<file path="src/rtl/rhn_pkg.sv">
// Shared types, constants and elaboration-time functions of the random hop noise NCO.
`default_nettype none

package rhn_pkg;

    // Datapath sizes.
    localparam int PHASE_BITS           = 32;
    localparam int SAMPLE_BITS          = 16;
    localparam int SINE_TABLE_ADDR_BITS = 10;

    localparam int QUARTER_ADDR_BITS = SINE_TABLE_ADDR_BITS - 2;
    localparam int QUARTER_ENTRIES   = 1 << QUARTER_ADDR_BITS;
    localparam int TAB_BITS          = 31;
    localparam int AMP_BITS          = 15;
    localparam int PROD_BITS         = AMP_BITS + TAB_BITS;
    localparam int OUT_SHIFT         = 46 - SAMPLE_BITS;
    localparam int MAG_BITS          = PROD_BITS + 1 - OUT_SHIFT;
    localparam int INDEX_BITS        = 24;
    localparam int BURST_BITS        = 25;
    localparam int CFG_INDEX_BITS    = 3;
    localparam int CFG_DATA_BITS     = 64;

    // Scaling of 2^32 phase values onto the accumulator width.
    localparam int PHASE_UP = (PHASE_BITS >= 32) ? PHASE_BITS - 32 : 0;
    localparam int PHASE_DN = (PHASE_BITS < 32) ? 32 - PHASE_BITS : 0;

    // Queue between the front and the back.
    localparam int QUEUE_DEPTH      = 2;
    localparam int QUEUE_PTR_BITS   = (QUEUE_DEPTH > 1) ? $clog2(QUEUE_DEPTH) : 1;
    localparam int QUEUE_COUNT_BITS = $clog2(QUEUE_DEPTH + 1);

    // Fixed numbers of the table build and the generator.
    localparam logic [63:0] PI_Q30          = 64'd3373259426;
    localparam logic [63:0] ONE_Q30         = 64'd1 << 30;
    localparam logic [63:0] ANGLE_DIV       = 64'(4 * QUARTER_ENTRIES);
    localparam logic [63:0] ZERO_SEED_SUBST = 64'h9E37_79B9_7F4A_7C15;
    localparam logic [BURST_BITS-1:0] MAX_BURST = {1'b1, {(BURST_BITS - 1){1'b0}}};

    // Output scaling constants.
    localparam logic [PROD_BITS:0] ROUND_BIAS =
        {{PROD_BITS{1'b0}}, 1'b1} << (OUT_SHIFT - 1);
    localparam logic [SAMPLE_BITS-1:0] MAX_POS  = {1'b0, {(SAMPLE_BITS - 1){1'b1}}};
    localparam logic [SAMPLE_BITS-1:0] MOST_NEG = {1'b1, {(SAMPLE_BITS - 1){1'b0}}};

    // Register indexes of the configuration port.
    typedef enum logic [CFG_INDEX_BITS-1:0] {
        CFG_CENTER      = 3'd0,
        CFG_HALF_SPAN   = 3'd1,
        CFG_AMP_MEAN    = 3'd2,
        CFG_AMP_SPAN    = 3'd3,
        CFG_START_PHASE = 3'd4,
        CFG_SEED        = 3'd5,
        CFG_BURST_LEN   = 3'd6
    } cfg_index_t;

    typedef logic [PHASE_BITS-1:0]           phase_t;
    typedef logic signed [SAMPLE_BITS-1:0]   sample_t;
    typedef logic [AMP_BITS-1:0]             amp_t;
    typedef logic [TAB_BITS-1:0]             tab_t;
    typedef logic [SINE_TABLE_ADDR_BITS-1:0] angle_t;

    typedef struct packed {
        logic [31:0]           center_increment;
        logic [30:0]           half_span_increment;
        logic [14:0]           amplitude_mean;
        logic [15:0]           amplitude_span;
        logic [31:0]           start_phase;
        logic [63:0]           generator_seed;
        logic [BURST_BITS-1:0] burst_length;
    } cfg_t;

    localparam cfg_t CFG_RESET = '{
        center_increment:    32'd0,
        half_span_increment: 31'd0,
        amplitude_mean:      15'd16384,
        amplitude_span:      16'd0,
        start_phase:         32'd0,
        generator_seed:      64'd1,
        burst_length:        25'd1024
    };

    // One sample's work as handed from the front to the back.
    typedef struct packed {
        amp_t   amp;
        angle_t angle;
        logic   last;
    } job_t;

    // Maps a 2^32-scaled value onto the accumulator width.
    function automatic phase_t to_phase(input logic [31:0] v);
        logic [PHASE_BITS+31:0] w;
        w = {PHASE_BITS'(0), v} << PHASE_UP;
        w = w >> PHASE_DN;
        return w[PHASE_BITS-1:0];
    endfunction

    // One xorshift64 step.
    function automatic logic [63:0] xorshift64(input logic [63:0] s);
        logic [63:0] x;
        x = s ^ (s << 13);
        x = x ^ (x >> 7);
        x = x ^ (x << 17);
        return x;
    endfunction

    // Integer Taylor series of sine in Q1.30, evaluated at elaboration only.
    function automatic logic [63:0] sine_q30(input logic [63:0] x);
        logic [63:0] x2;
        logic [63:0] term;
        logic [63:0] sum;
        x2   = (x * x) >> 30;
        term = x;
        sum  = x;
        term = ((term * x2) >> 30) / 64'd6;
        sum  = (sum > term) ? sum - term : 64'd0;
        term = ((term * x2) >> 30) / 64'd20;
        sum  = sum + term;
        term = ((term * x2) >> 30) / 64'd42;
        sum  = (sum > term) ? sum - term : 64'd0;
        term = ((term * x2) >> 30) / 64'd72;
        sum  = sum + term;
        term = ((term * x2) >> 30) / 64'd110;
        sum  = (sum > term) ? sum - term : 64'd0;
        term = ((term * x2) >> 30) / 64'd156;
        sum  = sum + term;
        term = ((term * x2) >> 30) / 64'd210;
        sum  = (sum > term) ? sum - term : 64'd0;
        term = ((term * x2) >> 30) / 64'd272;
        sum  = sum + term;
        term = ((term * x2) >> 30) / 64'd342;
        sum  = (sum > term) ? sum - term : 64'd0;
        if (sum > ONE_Q30)
        begin
            sum = ONE_Q30;
        end
        return sum;
    endfunction

    // Quarter-wave entry k: sine at the centre of the k-th slot.
    function automatic tab_t sine_entry(input int unsigned k);
        logic [63:0] ang;
        ang = (64'(2 * k + 1) * PI_Q30) / ANGLE_DIV;
        return tab_t'(sine_q30(ang));
    endfunction

endpackage

`default_nettype wire

</file>
<file path="src/rtl/rhn_queue.sv">
// Short first-in first-out queue of sample jobs between the front and the back.
`default_nettype none

module rhn_queue (
    input  wire logic          clk,
    input  wire logic          rst_n,
    input  wire logic          push_valid,
    output logic               push_ready,
    input  wire rhn_pkg::job_t push_data,
    output logic               pop_valid,
    input  wire logic          pop_ready,
    output rhn_pkg::job_t      pop_data
);

    rhn_pkg::job_t                         entries [rhn_pkg::QUEUE_DEPTH];
    logic [rhn_pkg::QUEUE_PTR_BITS-1:0]    wr_ptr_reg, wr_ptr_next;
    logic [rhn_pkg::QUEUE_PTR_BITS-1:0]    rd_ptr_reg, rd_ptr_next;
    logic [rhn_pkg::QUEUE_COUNT_BITS-1:0]  count_reg, count_next;
    logic                                  do_push;
    logic                                  do_pop;

    assign push_ready = (count_reg != rhn_pkg::QUEUE_COUNT_BITS'(rhn_pkg::QUEUE_DEPTH));
    assign pop_valid  = (count_reg != '0);
    assign pop_data   = entries[rd_ptr_reg];
    assign do_push    = push_valid && push_ready;
    assign do_pop     = pop_valid && pop_ready;

    // Pointer and fill count update.
    always_comb
    begin
        wr_ptr_next = wr_ptr_reg;
        rd_ptr_next = rd_ptr_reg;
        count_next  = count_reg;
        if (do_push)
        begin
            wr_ptr_next = (wr_ptr_reg == rhn_pkg::QUEUE_PTR_BITS'(rhn_pkg::QUEUE_DEPTH - 1))
                        ? '0 : wr_ptr_reg + rhn_pkg::QUEUE_PTR_BITS'(1);
        end
        if (do_pop)
        begin
            rd_ptr_next = (rd_ptr_reg == rhn_pkg::QUEUE_PTR_BITS'(rhn_pkg::QUEUE_DEPTH - 1))
                        ? '0 : rd_ptr_reg + rhn_pkg::QUEUE_PTR_BITS'(1);
        end
        if (do_push && !do_pop)
        begin
            count_next = count_reg + rhn_pkg::QUEUE_COUNT_BITS'(1);
        end
        else if (do_pop && !do_push)
        begin
            count_next = count_reg - rhn_pkg::QUEUE_COUNT_BITS'(1);
        end
    end

    always_ff @(posedge clk or negedge rst_n)
    begin
        if (!rst_n)
        begin
            wr_ptr_reg <= '0;
            rd_ptr_reg <= '0;
            count_reg  <= '0;
        end
        else
        begin
            wr_ptr_reg <= wr_ptr_next;
            rd_ptr_reg <= rd_ptr_next;
            count_reg  <= count_next;
        end
    end

    // Entry storage.
    always_ff @(posedge clk)
    begin
        if (do_push)
        begin
            entries[wr_ptr_reg] <= push_data;
        end
    end

endmodule

`default_nettype wire

</file>
<file path="config.mk">
export PLATFORM = sky130hd
export DESIGN_NAME = rhn_queue
export DESIGN_NICKNAME = d
export VERILOG_FILES = /design/src/rtl/rhn_pkg.sv /design/src/rtl/rhn_queue.sv
export SDC_FILE = /design/constraint.sdc
export NUM_CORES = 1
export LEC_CHECK = 0
export BUFFER_PORTS_ARGS = -buffer_cell sky130_fd_sc_hd__buf_2
export CAP_MARGIN = 30
export CORE_MARGIN = 1.5
export CORE_UTILIZATION = 55
export CTS_CLUSTER_DIAMETER = 80
export DETAILED_ROUTE_END_ITERATION = 16
export GPL_ROUTABILITY_DRIVEN = 0
export PLACE_DENSITY = 0.83
export SYNTH_ARGS = -nofsm -noshare
export SYNTH_HDL_FRONTEND = slang
export SYNTH_SLANG_ARGS = --single-unit
</file>
<file path="constraint.sdc">
create_clock -name clk -period 5.4 [get_ports clk]
set_input_delay 1.08 -clock clk [delete_from_list [all_inputs] [get_ports clk]]
set_output_delay 1.08 -clock clk [all_outputs]
set_load 0.01 [all_outputs]
</file>
=== Word level (Yosys, flattened, before mapping) ===
Memory sizes are Yosys's and may differ from the RTL's.
Index checks and enable logic that the tools add are counted.

* Memories kept: 1
* Output and inout bits: 28
* Bits in registers: 4
* Bits in writable memories: 52
* Word-level logic and storage cells: 23

{| class="wikitable"
|+ Memory list
! name !! depth !! width !! rd ports !! clocked after Yosys merged registers in !! write ports !! line !! text
|-
| entries || 2 || 26 || 1 || 0 || 1 || rhn_queue.sv:15 || <nowiki>rhn_pkg::job_t entries [rhn_pkg::QUEUE_DEPTH];</nowiki>
|}

* Muxes and demuxes: 6
* Equality and inequality tests: 1
* Add/subtract/negate cells: 4
* Reduce and logical (&&, ||, !) cells: 8

{| class="wikitable"
|+ Operator list
! operator !! count
|-
| $logic_and 1x1->1 || 4
|-
| $mux 1 || 4
|-
| $mux 2 || 2
|-
| $reduce_bool 2->1 || 2
|-
| $add 1x1->1 const B || 2
|-
| $add 2x1->2 const B || 1
|-
| $logic_not 1->1 || 2
|-
| $ne 2x2->1 const B || 1
|-
| $sub 2x1->2 const B || 1
|}

=== Longest topological paths before layout ===
* Depth in word-level cells: 6
* Gate-level depth with buffers: 7

=== Worst setup path after synthesis ===
OpenSTA, ideal clock, no wires.

* Kind: input to register
* Start point: input port push_valid
* End point: memory entries[0][0] (netlist bit), enable pin
* Buffers on the path: 0
* Slack: 2.713 ns
* Arrival time: 2.278 ns
* Stages: 2
* Setup time: 0.409 ns
* Cells stage by stage: nand2_1 > nor2_1

* Longest elaborated chain between the ends: 3

{| class="wikitable"
|+ Ends and longest elaborated chain
! item !! line !! text
|-
| start, declared || rhn_queue.sv:7 || <nowiki>input wire logic push_valid,</nowiki>
|-
| $logic_and 1x1->1 || rhn_queue.sv:25 || <nowiki>assign do_push = push_valid && push_ready;</nowiki>
|-
| $mux 1 || rhn_queue.sv:73 || <nowiki>if (do_push)</nowiki>
|-
| $mux 1 (not written as such) || rhn_queue.sv:75 || <nowiki>entries[wr_ptr_reg] <= push_data;</nowiki>
|-
| end, declared || rhn_queue.sv:15 ||
|}

Every way passes these cells.

==> impl_metrics.env <==
export IMPL_r2r_setup_slack_ns=3.82
export IMPL_slew_headroom=0.6599
export IMPL_initial_core_util=0.5842
export IMPL_avgRoutedWirePerCell_um=16.12
export IMPL_seqCellArea_mm2=0.001662
export IMPL_regToRegEndpoint="count_reg[1]"
export IMPL_rsz0062_at_grt="false"
export IMPL_antenna_found_initial=0
export IMPL_cts_buffers=5
export IMPL_postSynthCellCount=99
export IMPL_final_nets=194
export IMPL_fin_skew_ns=0.004228
export IMPL_syn_area_mm2=0.002171
export IMPL_hold_class="reg -> reg"
export IMPL_ys_top_cells_by_area="edfxtp_1, mux2_4, dfrtp_1"
export IMPL_drt_iter0_markers=43
export IMPL_finalMaxSlewViolations=0
export IMPL_critPathArrivalTime_ns=1.90
export IMPL_clock_sinks=56
export IMPL_die_y_um=65.83
export IMPL_ys_seq_area_frac=0.7654
export IMPL_track_usage=0.1705
export IMPL_setup_ws_ns=2.420
export IMPL_vias=1052
export IMPL_cp_max_fo=18
export IMPL_fp_coreArea_mm2=0.003716
export IMPL_cts_resized=0
export IMPL_final_common_cell="buf_2"
export IMPL_cp_end_kind="output port"
export IMPL_most_common_layout_cells="buf_2, edfxtp_1, mux2_4"
export IMPL_placed_area_mm2=0.002510
export IMPL_cts_tree="done"
export IMPL_via_per_inst=4.962
export IMPL_power_leakage_uw=0.001073
export IMPL_report_final_hold_viol_count=0
export IMPL_cp_required_ns=4.32
export IMPL_port_buffers=57
export IMPL_critPathLaunchType="flip-flop"
export IMPL_drc=0
export IMPL_clk_latency_ns=0.30
export IMPL_rows=22
export IMPL_synth_warnings=0
export IMPL_synth_nets=130
export IMPL_fin_tns_setup_ns=0
export IMPL_area_growth_pct=21.73
export IMPL_max_freq_mhz=335.6
export IMPL_hold_buffers=0
export IMPL_status="finished, final reports clean"
export IMPL_first_pass_iters=4
export IMPL_post_cts_buffers=0
export IMPL_io_pins=58
export IMPL_yosys_area_top_type="edfxtp_1"
export IMPL_routed_wl_mm=3.417
export IMPL_min_path_cells=1
export IMPL_multi_input_area_um2=456.7
export IMPL_clkTransAtPathRegs_ns=0.09
export IMPL_dp_worst_setup_slack_ns=2.716
export IMPL_drv_cap=0
export IMPL_grt_overflow_total=0
export IMPL_regToRegStartpoint="count_reg[0]"
export IMPL_clock_path_buffers=2
export IMPL_fill_cells=244
export IMPL_power_density_mw_per_mm2=541.3
export IMPL_drive_gt1_frac=0.5732
export IMPL_setup_viol=0
export IMPL_final_area_mm2=0.002643
export IMPL_worstMarginPinSlew_ns=0.5102
export IMPL_min_to="count_reg[1]"
export IMPL_antennaDiodeCount=0
export IMPL_dpl_hpwl_mm=2.418
export IMPL_worstHoldStart="count_reg[1]"
export IMPL_grt_max_degree=27
export IMPL_cts_htree_levels=2
export IMPL_grt_pass1_wl_mm=5.237
export IMPL_r2r_cells=7
export IMPL_fin_crit_ns=2.980
export IMPL_vdd_drop_max_mv=0.3856
export IMPL_largest_reg_flops=52
export IMPL_period_share=0.5518
export IMPL_dieArea_mm2=0.004333
export IMPL_yosysUniqueCellTypes=15
export IMPL_grt_pass1_vias=1129
export IMPL_yosysTopAreaCellShare=0.7193
export IMPL_syn_mean_instance_area_um2=21.93
export IMPL_die_x_um=65.83
export IMPL_ys_ff_latch=56
export IMPL_cts_root_buf="clkbuf_8"
export IMPL_final_antenna_net_count=0
export IMPL_critical_path_class="reg -> out"
[cell usage after synthesis]
cell / number
inv_1: 1
xor2_1: 2
mux2_4: 19
edfxtp_1: 52
xnor2_1: 3
buf_12: 2
ha_1: 1
nand2_1: 2
or2_1: 1
nand2b_1: 1
mux2_2: 7
buf_6: 1
dfrtp_1: 4
nor2_1: 2
and3_1: 1
[routing by layer]
metal | vias up | track usage | share of wire
met5 | - | 0 | 0
met4 | 0 | 0.07031 | 0.015
met3 | 6 | 0.04089 | 0.058
met2 | 38 | 0.3005 | 0.55
met1 | 506 | 0.1993 | 0.38
li1 | 502 | - | -
[through the flow]
stage | util | total power, µW | instances | hold WS (ns)
3_5_place_dp | 0.6754 | 1139 | 204 | 0.4935
2_1_floorplan | - | 996.6 | 99 | 0.4564
3_3_place_gp | 0.6680 | 1097 | 203 | 0.4716
4_1_cts | 0.7111 | 1445 | 212 | 0.5110
5_1_grt | 0.7111 | 1497 | 212 | 0.5219
6_report | 0.7111 | 1431 | 212 | 0.5092
[worst max path at each step]
stage	start	to	slack, ns	depth (start not counted)
finish	rd_ptr_reg	pop_data[11]	2.42	3
global route	rd_ptr_reg	pop_data[13]	2.30	3
CTS	rd_ptr_reg	pop_data[13]	2.37	3
detailed placement	rd_ptr_reg	pop_data[13]	2.72	3
global placement	rd_ptr_reg	pop_data[10]	2.77	3
floorplan	push_valid	entries[0][0]	2.71	2
[where the power goes]
group	internal (µW)	switching (µW)
clock	185	123
sequential	596	50.9
combinational	249	227
total	1030	400
[cell families (layout without fill, tap and decap cells)]
group                    Yosys count  in the layout  synth area share
XOR/XNOR                           5              5           0.02018
adder cells (fa/ha/maj)            1              1          0.005763
buffers and inverters              4             69           0.02536
flip-flops                        56             56            0.7654
multiplexers                      26             26            0.1677
AND/OR/NAND/NOR                    7              7           0.01557
[cell type report]
type | count | area share
Multi-Input combinational cell | 39 | 0.1728
Timing Repair Buffer | 60 | 0.1241
Clock buffer | 6 | 0.02746
Clock inverter | 2 | 0.02273
Sequential cell | 56 | 0.6288
Tap cell | 48 | 0.02273
Inverter | 1 | 0.001420
[critical path, stage by stage (launching register included)]
cell and delay, ns:
dfrtp_1 0.67, buf_4 0.40, mux2_2 0.38, buf_2 0.14
Note: power is estimated with default switching activity, not from simulation.
