==> src/rtl/rhn_pkg.sv <==
// Shared types, constants and elaboration-time functions of the random hop noise NCO.
`default_nettype none

package rhn_pkg;

    // Datapath sizes.
    localparam int PHASE_BITS           = 32;
    localparam int SAMPLE_BITS          = 16;
    localparam int SINE_TABLE_ADDR_BITS = 10;

    localparam int QUARTER_ADDR_BITS = SINE_TABLE_ADDR_BITS - 2;
    localparam int QUARTER_ENTRIES   = 1 << QUARTER_ADDR_BITS;
    localparam int TAB_BITS          = 31;
    localparam int AMP_BITS          = 15;
    localparam int PROD_BITS         = AMP_BITS + TAB_BITS;
    localparam int OUT_SHIFT         = 46 - SAMPLE_BITS;
    localparam int MAG_BITS          = PROD_BITS + 1 - OUT_SHIFT;
    localparam int INDEX_BITS        = 24;
    localparam int BURST_BITS        = 25;
    localparam int CFG_INDEX_BITS    = 3;
    localparam int CFG_DATA_BITS     = 64;

    // Scaling of 2^32 phase values onto the accumulator width.
    localparam int PHASE_UP = (PHASE_BITS >= 32) ? PHASE_BITS - 32 : 0;
    localparam int PHASE_DN = (PHASE_BITS < 32) ? 32 - PHASE_BITS : 0;

    // Queue between the front and the back.
    localparam int QUEUE_DEPTH      = 2;
    localparam int QUEUE_PTR_BITS   = (QUEUE_DEPTH > 1) ? $clog2(QUEUE_DEPTH) : 1;
    localparam int QUEUE_COUNT_BITS = $clog2(QUEUE_DEPTH + 1);

    // Fixed numbers of the table build and the generator.
    localparam logic [63:0] PI_Q30          = 64'd3373259426;
    localparam logic [63:0] ONE_Q30         = 64'd1 << 30;
    localparam logic [63:0] ANGLE_DIV       = 64'(4 * QUARTER_ENTRIES);
    localparam logic [63:0] ZERO_SEED_SUBST = 64'h9E37_79B9_7F4A_7C15;
    localparam logic [BURST_BITS-1:0] MAX_BURST = {1'b1, {(BURST_BITS - 1){1'b0}}};

    // Output scaling constants.
    localparam logic [PROD_BITS:0] ROUND_BIAS =
        {{PROD_BITS{1'b0}}, 1'b1} << (OUT_SHIFT - 1);
    localparam logic [SAMPLE_BITS-1:0] MAX_POS  = {1'b0, {(SAMPLE_BITS - 1){1'b1}}};
    localparam logic [SAMPLE_BITS-1:0] MOST_NEG = {1'b1, {(SAMPLE_BITS - 1){1'b0}}};

    // Register indexes of the configuration port.
    typedef enum logic [CFG_INDEX_BITS-1:0] {
        CFG_CENTER      = 3'd0,
        CFG_HALF_SPAN   = 3'd1,
        CFG_AMP_MEAN    = 3'd2,
        CFG_AMP_SPAN    = 3'd3,
        CFG_START_PHASE = 3'd4,
        CFG_SEED        = 3'd5,
        CFG_BURST_LEN   = 3'd6
    } cfg_index_t;

    typedef logic [PHASE_BITS-1:0]           phase_t;
    typedef logic signed [SAMPLE_BITS-1:0]   sample_t;
    typedef logic [AMP_BITS-1:0]             amp_t;
    typedef logic [TAB_BITS-1:0]             tab_t;
    typedef logic [SINE_TABLE_ADDR_BITS-1:0] angle_t;

    typedef struct packed {
        logic [31:0]           center_increment;
        logic [30:0]           half_span_increment;
        logic [14:0]           amplitude_mean;
        logic [15:0]           amplitude_span;
        logic [31:0]           start_phase;
        logic [63:0]           generator_seed;
        logic [BURST_BITS-1:0] burst_length;
    } cfg_t;

    localparam cfg_t CFG_RESET = '{
        center_increment:    32'd0,
        half_span_increment: 31'd0,
        amplitude_mean:      15'd16384,
        amplitude_span:      16'd0,
        start_phase:         32'd0,
        generator_seed:      64'd1,
        burst_length:        25'd1024
    };

    // One sample's work as handed from the front to the back.
    typedef struct packed {
        amp_t   amp;
        angle_t angle;
        logic   last;
    } job_t;

    // Maps a 2^32-scaled value onto the accumulator width.
    function automatic phase_t to_phase(input logic [31:0] v);
        logic [PHASE_BITS+31:0] w;
        w = {PHASE_BITS'(0), v} << PHASE_UP;
        w = w >> PHASE_DN;
        return w[PHASE_BITS-1:0];
    endfunction

    // One xorshift64 step.
    function automatic logic [63:0] xorshift64(input logic [63:0] s);
        logic [63:0] x;
        x = s ^ (s << 13);
        x = x ^ (x >> 7);
        x = x ^ (x << 17);
        return x;
    endfunction

    // Integer Taylor series of sine in Q1.30, evaluated at elaboration only.
    function automatic logic [63:0] sine_q30(input logic [63:0] x);
        logic [63:0] x2;
        logic [63:0] term;
        logic [63:0] sum;
        x2   = (x * x) >> 30;
        term = x;
        sum  = x;
        term = ((term * x2) >> 30) / 64'd6;
        sum  = (sum > term) ? sum - term : 64'd0;
        term = ((term * x2) >> 30) / 64'd20;
        sum  = sum + term;
        term = ((term * x2) >> 30) / 64'd42;
        sum  = (sum > term) ? sum - term : 64'd0;
        term = ((term * x2) >> 30) / 64'd72;
        sum  = sum + term;
        term = ((term * x2) >> 30) / 64'd110;
        sum  = (sum > term) ? sum - term : 64'd0;
        term = ((term * x2) >> 30) / 64'd156;
        sum  = sum + term;
        term = ((term * x2) >> 30) / 64'd210;
        sum  = (sum > term) ? sum - term : 64'd0;
        term = ((term * x2) >> 30) / 64'd272;
        sum  = sum + term;
        term = ((term * x2) >> 30) / 64'd342;
        sum  = (sum > term) ? sum - term : 64'd0;
        if (sum > ONE_Q30)
        begin
            sum = ONE_Q30;
        end
        return sum;
    endfunction

    // Quarter-wave entry k: sine at the centre of the k-th slot.
    function automatic tab_t sine_entry(input int unsigned k);
        logic [63:0] ang;
        ang = (64'(2 * k + 1) * PI_Q30) / ANGLE_DIV;
        return tab_t'(sine_q30(ang));
    endfunction

endpackage

`default_nettype wire

==> src/rtl/rhn_if.sv <==
// Handshake channels of the random hop noise NCO: request items in, samples out.
`default_nettype none

interface rhn_in_if;
    logic valid;
    logic ready;
    logic restart;

    modport source (output valid, output restart, input ready);
    modport sink   (input valid, input restart, output ready);
endinterface


`default_nettype wire

==> src/rtl/rhn_front.sv <==
// Front of the NCO: takes requests, draws the random numbers and steps the phase.
`default_nettype none

module rhn_front (
    input  wire logic          clk,
    input  wire logic          rst_n,
    rhn_in_if.sink             request,
    input  wire rhn_pkg::cfg_t cfg,
    output logic               push_valid,
    input  wire logic          push_ready,
    output rhn_pkg::job_t      push_data
);

    typedef enum logic [1:0] {
        S_IDLE,
        S_MUL,
        S_UPD
    } state_t;

    state_t                             state_reg, state_next;
    rhn_pkg::phase_t                    phase_reg, phase_next;
    logic [63:0]                        rand_reg, rand_next;
    logic [rhn_pkg::INDEX_BITS-1:0]     index_reg, index_next;
    logic [31:0]                        u_inc_reg, u_inc_next;
    logic [31:0]                        u_amp_reg, u_amp_next;
    logic [31:0]                        off_inc_reg, off_inc_next;
    logic [15:0]                        off_amp_reg, off_amp_next;

    logic [63:0]                        seed_eff;
    rhn_pkg::phase_t                    start_ph;
    rhn_pkg::phase_t                    base_phase;
    logic [63:0]                        base_rand;
    logic [rhn_pkg::INDEX_BITS-1:0]     base_index;
    logic [63:0]                        draw1;
    logic [63:0]                        draw2;
    logic [31:0]                        half_span_x2p1;
    logic [16:0]                        span_p1;
    logic [63:0]                        mul_inc;
    logic [48:0]                        mul_amp;
    logic [31:0]                        inc;
    logic signed [17:0]                 amp_wide;
    rhn_pkg::amp_t                      amp;
    logic [rhn_pkg::BURST_BITS-1:0]     len;
    logic                               last;

    // Reload values and the two generator steps of a new sample.
    always_comb
    begin
        seed_eff   = (cfg.generator_seed == 64'd0) ? rhn_pkg::ZERO_SEED_SUBST
                                                    : cfg.generator_seed;
        start_ph   = rhn_pkg::to_phase(cfg.start_phase);
        base_phase = request.restart ? start_ph : phase_reg;
        base_rand  = request.restart ? seed_eff : rand_reg;
        base_index = request.restart ? '0 : index_reg;
        draw1      = rhn_pkg::xorshift64(base_rand);
        draw2      = rhn_pkg::xorshift64(draw1);
    end

    // Scaling of the two draws onto their ranges.
    always_comb
    begin
        half_span_x2p1 = {cfg.half_span_increment, 1'b1};
        span_p1        = {1'b0, cfg.amplitude_span} + 17'd1;
        mul_inc        = u_inc_reg * half_span_x2p1;
        mul_amp        = u_amp_reg * span_p1;
    end

    // Increment, clamped amplitude and end of burst.
    always_comb
    begin
        inc      = cfg.center_increment + off_inc_reg - {1'b0, cfg.half_span_increment};
        amp_wide = $signed({3'b000, cfg.amplitude_mean}) + $signed({2'b00, off_amp_reg})
                 - $signed({3'b000, cfg.amplitude_span[15:1]});
        if (amp_wide < 0)
        begin
            amp = '0;
        end
        else if (amp_wide > 18'sd32767)
        begin
            amp = '1;
        end
        else
        begin
            amp = amp_wide[rhn_pkg::AMP_BITS-1:0];
        end
        if (cfg.burst_length == '0)
        begin
            len = rhn_pkg::BURST_BITS'(1);
        end
        else if (cfg.burst_length > rhn_pkg::MAX_BURST)
        begin
            len = rhn_pkg::MAX_BURST;
        end
        else
        begin
            len = cfg.burst_length;
        end
        last = {1'b0, index_reg} >= (len - rhn_pkg::BURST_BITS'(1));
    end

    assign request.ready = (state_reg == S_IDLE);
    assign push_valid    = (state_reg == S_UPD);
    assign push_data     = '{amp: amp,
                             angle: phase_reg[rhn_pkg::PHASE_BITS-1 -:
                                              rhn_pkg::SINE_TABLE_ADDR_BITS],
                             last: last};

    // Sequencer: accept, scale the draws, then hand the job on and step the state.
    always_comb
    begin
        state_next   = state_reg;
        phase_next   = phase_reg;
        rand_next    = rand_reg;
        index_next   = index_reg;
        u_inc_next   = u_inc_reg;
        u_amp_next   = u_amp_reg;
        off_inc_next = off_inc_reg;
        off_amp_next = off_amp_reg;
        unique case (state_reg)
            S_IDLE:
            begin
                if (request.valid)
                begin
                    phase_next = base_phase;
                    rand_next  = draw2;
                    index_next = base_index;
                    u_inc_next = draw1[63:32];
                    u_amp_next = draw2[63:32];
                    state_next = S_MUL;
                end
            end
            S_MUL:
            begin
                off_inc_next = mul_inc[63:32];
                off_amp_next = mul_amp[47:32];
                state_next   = S_UPD;
            end
            S_UPD:
            begin
                if (push_ready)
                begin
                    if (last)
                    begin
                        phase_next = start_ph;
                        rand_next  = seed_eff;
                        index_next = '0;
                    end
                    else
                    begin
                        phase_next = phase_reg + rhn_pkg::to_phase(inc);
                        index_next = index_reg + rhn_pkg::INDEX_BITS'(1);
                    end
                    state_next = S_IDLE;
                end
            end
            default:
            begin
                state_next = S_IDLE;
            end
        endcase
    end

    // State and generator registers.
    always_ff @(posedge clk or negedge rst_n)
    begin
        if (!rst_n)
        begin
            state_reg <= S_IDLE;
            phase_reg <= rhn_pkg::to_phase(rhn_pkg::CFG_RESET.start_phase);
            rand_reg  <= rhn_pkg::CFG_RESET.generator_seed;
            index_reg <= '0;
        end
        else
        begin
            state_reg <= state_next;
            phase_reg <= phase_next;
            rand_reg  <= rand_next;
            index_reg <= index_next;
        end
    end

    // Draw and product registers.
    always_ff @(posedge clk)
    begin
        u_inc_reg   <= u_inc_next;
        u_amp_reg   <= u_amp_next;
        off_inc_reg <= off_inc_next;
        off_amp_reg <= off_amp_next;
    end

`ifndef SYNTHESIS
    a_accept_starts_draw: assert property (@(posedge clk) disable iff (!rst_n)
        (request.valid && request.ready) |=> (state_reg == S_MUL))
        else $error("accepted request did not start the draw step");

    a_burst_reload: assert property (@(posedge clk) disable iff (!rst_n)
        (push_valid && push_ready && push_data.last)
            |=> (index_reg == '0 && phase_reg == $past(start_ph)))
        else $error("end of burst did not reload phase and index");

    a_stall_holds_state: assert property (@(posedge clk) disable iff (!rst_n)
        (state_reg == S_UPD && !push_ready)
            |=> (state_reg == S_UPD && $stable(phase_reg) && $stable(rand_reg)))
        else $error("state moved while the queue was full");
`endif

endmodule

`default_nettype wire

==> src/flat_wrapper.sv <==
// flat-port wrapper written by rule: the top's interface ports become plain ports
module rhn_front_flat 
  (clk, rst_n, cfg, push_valid, push_ready, push_data, request_valid, request_restart, request_ready);
  rhn_in_if request_i ();
  input  wire logic clk;
  input  wire logic rst_n;
  input  wire rhn_pkg::cfg_t cfg;
  output logic push_valid;
  input  wire logic push_ready;
  output rhn_pkg::job_t push_data;
  input wire logic [$bits(request_i.valid)-1:0] request_valid;
  input wire logic [$bits(request_i.restart)-1:0] request_restart;
  output wire logic [$bits(request_i.ready)-1:0] request_ready;
  assign request_i.valid = request_valid;
  assign request_i.restart = request_restart;
  assign request_ready = request_i.ready;
  rhn_front u_core (.clk(clk), .rst_n(rst_n), .request(request_i), .cfg(cfg), .push_valid(push_valid), .push_ready(push_ready), .push_data(push_data));
endmodule
==> config.mk <==
export PLATFORM = sky130hd
export DESIGN_NAME = rhn_front_flat
export DESIGN_NICKNAME = d
export VERILOG_FILES = /design/src/rtl/rhn_pkg.sv /design/src/rtl/rhn_if.sv /design/src/rtl/rhn_front.sv /design/src/flat_wrapper.sv
export SDC_FILE = /design/constraint.sdc
export NUM_CORES = 2
export LEC_CHECK = 0
export ABC_AREA = 0
export BUFFER_PORTS_ARGS = -buffer_cell sky130_fd_sc_hd__buf_2
export CAP_MARGIN = 10
export CORE_MARGIN = 3
export CORE_UTILIZATION = 60
export CTS_CLUSTER_SIZE = 8
export DETAILED_ROUTE_END_ITERATION = 8
export HOLD_SLACK_MARGIN = 0.15
export MAX_ROUTING_LAYER = met4
export PLACE_DENSITY = 0.88
export SYNTH_ARGS = -nofsm -noshare
export SYNTH_HDL_FRONTEND = slang
export SYNTH_SLANG_ARGS = --single-unit
==> constraint.sdc <==
create_clock -name clk -period 22.4 [get_ports clk]
set_input_delay 6.72 -clock clk [delete_from_list [all_inputs] [get_ports clk]]
set_output_delay 6.72 -clock clk [all_outputs]
set_load 0.05 [all_outputs]
# Word level (Yosys, flattened, before mapping)

Index checks and enable logic that the tools add are counted.

Add/subtract/negate cells: 8
Multiply operators: 2
$lt $le $gt $ge: 4
Equality and inequality tests: 6
Muxes and demuxes: 23
Bitwise operators: 6
Reduce and logical (&&, ||, !) cells: 8

Operator list:

| cell                                                                              | number |
|---|---|
| 64-bit 2-to-1 mux                                                                 | 5 |
| 64-bit bitwise XOR                                                                | 4 |
| 32-bit 2-to-1 mux                                                                 | 4 |
| 64-bit case mux with 2 select lines                                               | 1 |
| 64-bit by 57-bit bitwise XOR with 64-bit output                                   | 2 |
| 24-bit 2-to-1 mux                                                                 | 4 |
| 32-bit adder                                                                      | 2 |
| 64-bit zero test                                                                  | 1 |
| 32-bit by 32-bit multiplier with 64-bit output                                    | 1 |
| 32-bit case mux with 2 select lines                                               | 1 |
| 25-bit 2-to-1 mux                                                                 | 2 |
| 32-bit by 17-bit multiplier with 48-bit output                                    | 1 |
| 24-bit case mux with 2 select lines                                               | 1 |
| 32-bit by 31-bit subtractor with 32-bit output                                    | 1 |
| 15-bit 2-to-1 mux                                                                 | 2 |
| 24-bit by 25-bit >= comparator with 1-bit output                                  | 1 |
| 25-bit greater-than comparator, second input constant                             | 1 |
| 25-bit zero test                                                                  | 1 |
| 25-bit by 1-bit subtractor with 25-bit output, second input constant              | 1 |
| 24-bit by 1-bit adder with 24-bit output, second input constant                   | 1 |
| 18-bit by 16-bit greater-than comparator with 1-bit output, second input constant | 1 |
| 18-bit by 1-bit < comparator with 1-bit output, second input constant             | 1 |
| 17-bit by 15-bit subtractor with 18-bit output                                    | 1 |
| 15-bit by 16-bit adder with 17-bit output                                         | 1 |
| 11 further kinds                                                                  | 16 |

Register bits: 234
Bits of input ports: 220
Output and inout port bits: 28

# Longest topological paths before layout

Depth in word-level cells: 11
Mapped depth: 33

# Worst setup path before layout

OpenSTA, ideal clock, no wires.

Kind: input port to output port
From: in cfg[2] (netlist name)
To: out push_data[0] (netlist name)
Data arrival time: 10.500 ns
Slack: 5.180 ns
Cell stages on the path: 18
Buffers on the path: 4
Path through: or4_1 -> nor4b_1 -> nand4_1 -> nor3_1 -> nand2b_1 -> clkbuf_1 -> clkbuf_1 -> o21ai_0 -> a22oi_1 -> ha_1 -> and3_1 -> a31oi_1 -> nand3_1 -> nor3_1 -> o221ai_1 -> and3_1 -> clkbuf_1 -> buf_4

Cells in the longest elaborated chain, start to end: 5
Elaborated cells between the ends (all ways): 6
Classes of those cells: add/sub (1); order compare (2); mux (2); reduce/logical (1)

Ends and longest elaborated chain:

| what                                               | RTL line           | RTL |
|---|---|---|
| from (decl)                                        | flat_wrapper.sv:7  | `input wire rhn_pkg::cfg_t cfg;` |
| 25-bit greater-than comparator                     | rhn_front.sv:90    | `else if (cfg.burst_length > rhn_pkg::MAX_BURST)` |
| 25-bit 2-to-1 mux                                  | rhn_front.sv:90    |  |
| 25-bit 2-to-1 mux *                                | rhn_front.sv:86    | `if (cfg.burst_length == '0)` |
| 25-bit by 1-bit subtractor with 25-bit output *    | rhn_front.sv:98    | `last = {1'b0, index_reg} >= (len - rhn_pkg::BURST_BITS'(1));` |
| 24-bit by 25-bit >= comparator with 1-bit output * | rhn_front.sv:98    |  |
| to (decl)                                          | flat_wrapper.sv:10 | `output rhn_pkg::job_t push_data;` |

Every way passes the cells marked *; elsewhere a longest branch is shown, timed or not.

==> flow_summary.yaml <==
status:
  status: "completed"
clock_network:
  clock-sinks: 234
  clock_latency_ns: 0.56
  cts_setup_buffers: 0
  cts_buffers: 35
  cts_root_buf: "clkbuf_16"
  cts_tree: "built"
  ctsHoldBuffers: 0
  clockBufferDepth: 3
  cts_max_level: 2
  clk_pin_slew_ns: 0.05
  cts_resized: 0
global_routing:
  antenna_found_initial: 24
  track_usage: 0.353
  grt-ovfl-total: 0
  grt_pass1_wl_mm: 321
  grt_max_degree: 69
  grt_pass1_vias: 59800
drt:
  met2_length_mm: 94.0
  drc: 0
  dr.first_iter.drc_count: 4469
  finalWirelength_mm: 202
  antenna_left: 0
  first_pass_iters: 6
  top_layer_used: "met4"
  vias: 54500
  avgRoutedWirePerCell_um: 21.7
  wl_met3_mm: 24.1
  wl_met1_mm: 70.0
  viasPerCell: 5.85
timing:
  rsz0062_at_grt: "no"
  fin_skew_ns: 0.0481
  finalHoldViolations: 0
  period_needed_ns: 18.84
  fin_crit_sh: 0.841
  setup_violations: 0
  drv_slew: 0
  setup_tns_ns: 0
  maxSlewHeadroom: 0.182
  worst_slew_pin_slew_ns: 1.22
  fmax_mhz: 53.1
worst_hold_path:
  worstHoldStart: "u_core.rand_reg[1]"
  min_to: "u_core.rand_reg[1]"
  hold_class: "flip-flop to flip-flop"
  hold_depth: 2
final_layout:
  area_growth_pct: 4.96
  fill_cells: 8756
  nNetsFinal: 9837
  final_cell_area_um2: 72900
  layoutNonFillerInstCount: 9310
  largest_reg_flops: 64
  drive_gt1_frac: 0.0556
die:
  die_area_um2: 120000
  core_um2: 115000
  rows: 124
  die_w_um: 346
  die_h_um: 346
  ios: 248
  initial_utilization: 0.606
place:
  gp_congestion: 0.994
  place_area_um2: 71800
  dp.cells: 9220
  port_buffers: 247
  hpwl_mm: 150
job:
  cap_violations: 0
yosys:
  async_flop_share: 0.521
  ys_ff_latch: 234
  synth.yosys.seq_area_share: 0.0924
  synthFlopType: "dfrtp_1"
  synth_top_area_frac: 0.409
  synth_area_leaders: "fa_1 41%, inv_1 9.1%, ha_1 8.2%"
  synth_area_um2: 69500
  synth_cell_types: 90
  syn_avg_cell_area_um2: 8.94
  synth_area_leader_cell: "fa_1"
  synth_most_common_cell: "inv_1"
  synthCells: 7771
  synth_commonest_cells: "1686 x inv_1, 1418 x fa_1, 1054 x nand2_1"
  synth_fp_nets: 9863
  synth_warnings: 0
  synth_edf_count: 112
critical_path:
  r2r_end: "u_core.off_inc_reg[19]"
  critPathArrivalTime_ns: 12.12
  cp_top_family: "simple AND/OR/NAND/NOR gates"
  rrSetupSlack_ns: 12.92
  max_stage_delay_ns: 0.64
  critical_path.cell_chain: "buf_2 > or4_1 > nor4b_1 > nand4_1 > nor3_1 > nand2b_1 > nand2_1 > o21a_1 > o21ai_0 > nand2b_1 > or3_1 > a21oi_1 > ha_1 > nand4_1 > nor4_1 > a31oi_1 > nand3_1 > nor3_1 > o221ai_1 > and3_1 > buf_2"
  cp-end-kind: "output pin"
  crit_required_ns: 15.68
  r2r-start: "u_core.u_inc_reg[10]"
  critPathLaunchType: "input pin"
  path_buf_inv: 2
  critPathKind: "input pin to output pin"
  critical_path.slowest_cell: "nand2b_1"
  cp_max_fo: 20
  ff2ff_path_depth: 25
[tightest hold or removal path, delay by kind of cell, from the launching register on]
kind | cells | cell delay, ns
and+or+nand+nor | 1 | 0.05
AOI/OAI and AO/OA | 1 | 0.06
DFF | 1 | 0.34
[final cells by class]
class	instances	area, um2	share of cell area
diodes	26	65.1	0.000893
flip-flops and latches	234	6420	0.0880
multi-input cells	5454	55300	0.758
clock inverters	3	55.1	0.000755
inverters	1687	6330	0.0869
clock buffers	61	973	0.0134
repair buffers	333	1890	0.0259
well taps	1512	1890	0.0260
[per-layer routing]
layer	vias up	GRT usage
li1	23100	-
met1	27000	0.411
met2	3304	0.558
met3	1043	0.0978
met4	0	0.187
met5	-	-
[through the flow]
stage	setup WS, ns	hold slack [ns]	util
floorplan	5.18	0.449	-
global placement	3.65	0.461	0.626
detailed placement	3.56	0.474	0.626
CTS	3.53	0.486	0.635
global route	3.11	0.517	0.636
finish	3.56	0.489	0.636
[how the worst max path moves through the flow]
stage / from / to / slack, ns / cells past startpoint
global route: cfg[2] / push_data[0] / 3.11 / 21
global placement: cfg[2] / push_data[0] / 3.65 / 21
floorplan: cfg[2] / push_data[0] / 5.18 / 18
finish: cfg[2] / push_data[0] / 3.56 / 21
CTS: cfg[2] / push_data[0] / 3.53 / 21
detailed placement: cfg[2] / push_data[0] / 3.56 / 21
[layout by cell type (no fill, tap or decap), types with 121 or more instances in the layout]
| master | count |
|---|---|
| a21oi_1 | 206 |
| and2_1 | 679 |
| buf_2 | 245 |
| dfrtp_1 | 121 |
| fa_1 | 1418 |
| ha_1 | 454 |
| inv_1 | 1685 |
| nand2_1 | 1054 |
| nor2_1 | 198 |
| o21ai_0 | 195 |
| xnor2_1 | 368 |
| xor2_1 | 201 |
[kinds of logic after synthesis]
group	Yosys count	synth area share
AO/OA/AOI/OAI	709	0.0631
XOR/XNOR	596	0.0772
adder cells (fa/ha/maj)	1872	0.491
buffers and inverters	2083	0.114
flip-flops	234	0.0924
multiplexers	56	0.00823
AND/OR/NAND/NOR	2221	0.154
Power is not shown: default switching activity piles up to over one toggle a cycle in this logic, so the estimate is an artifact.
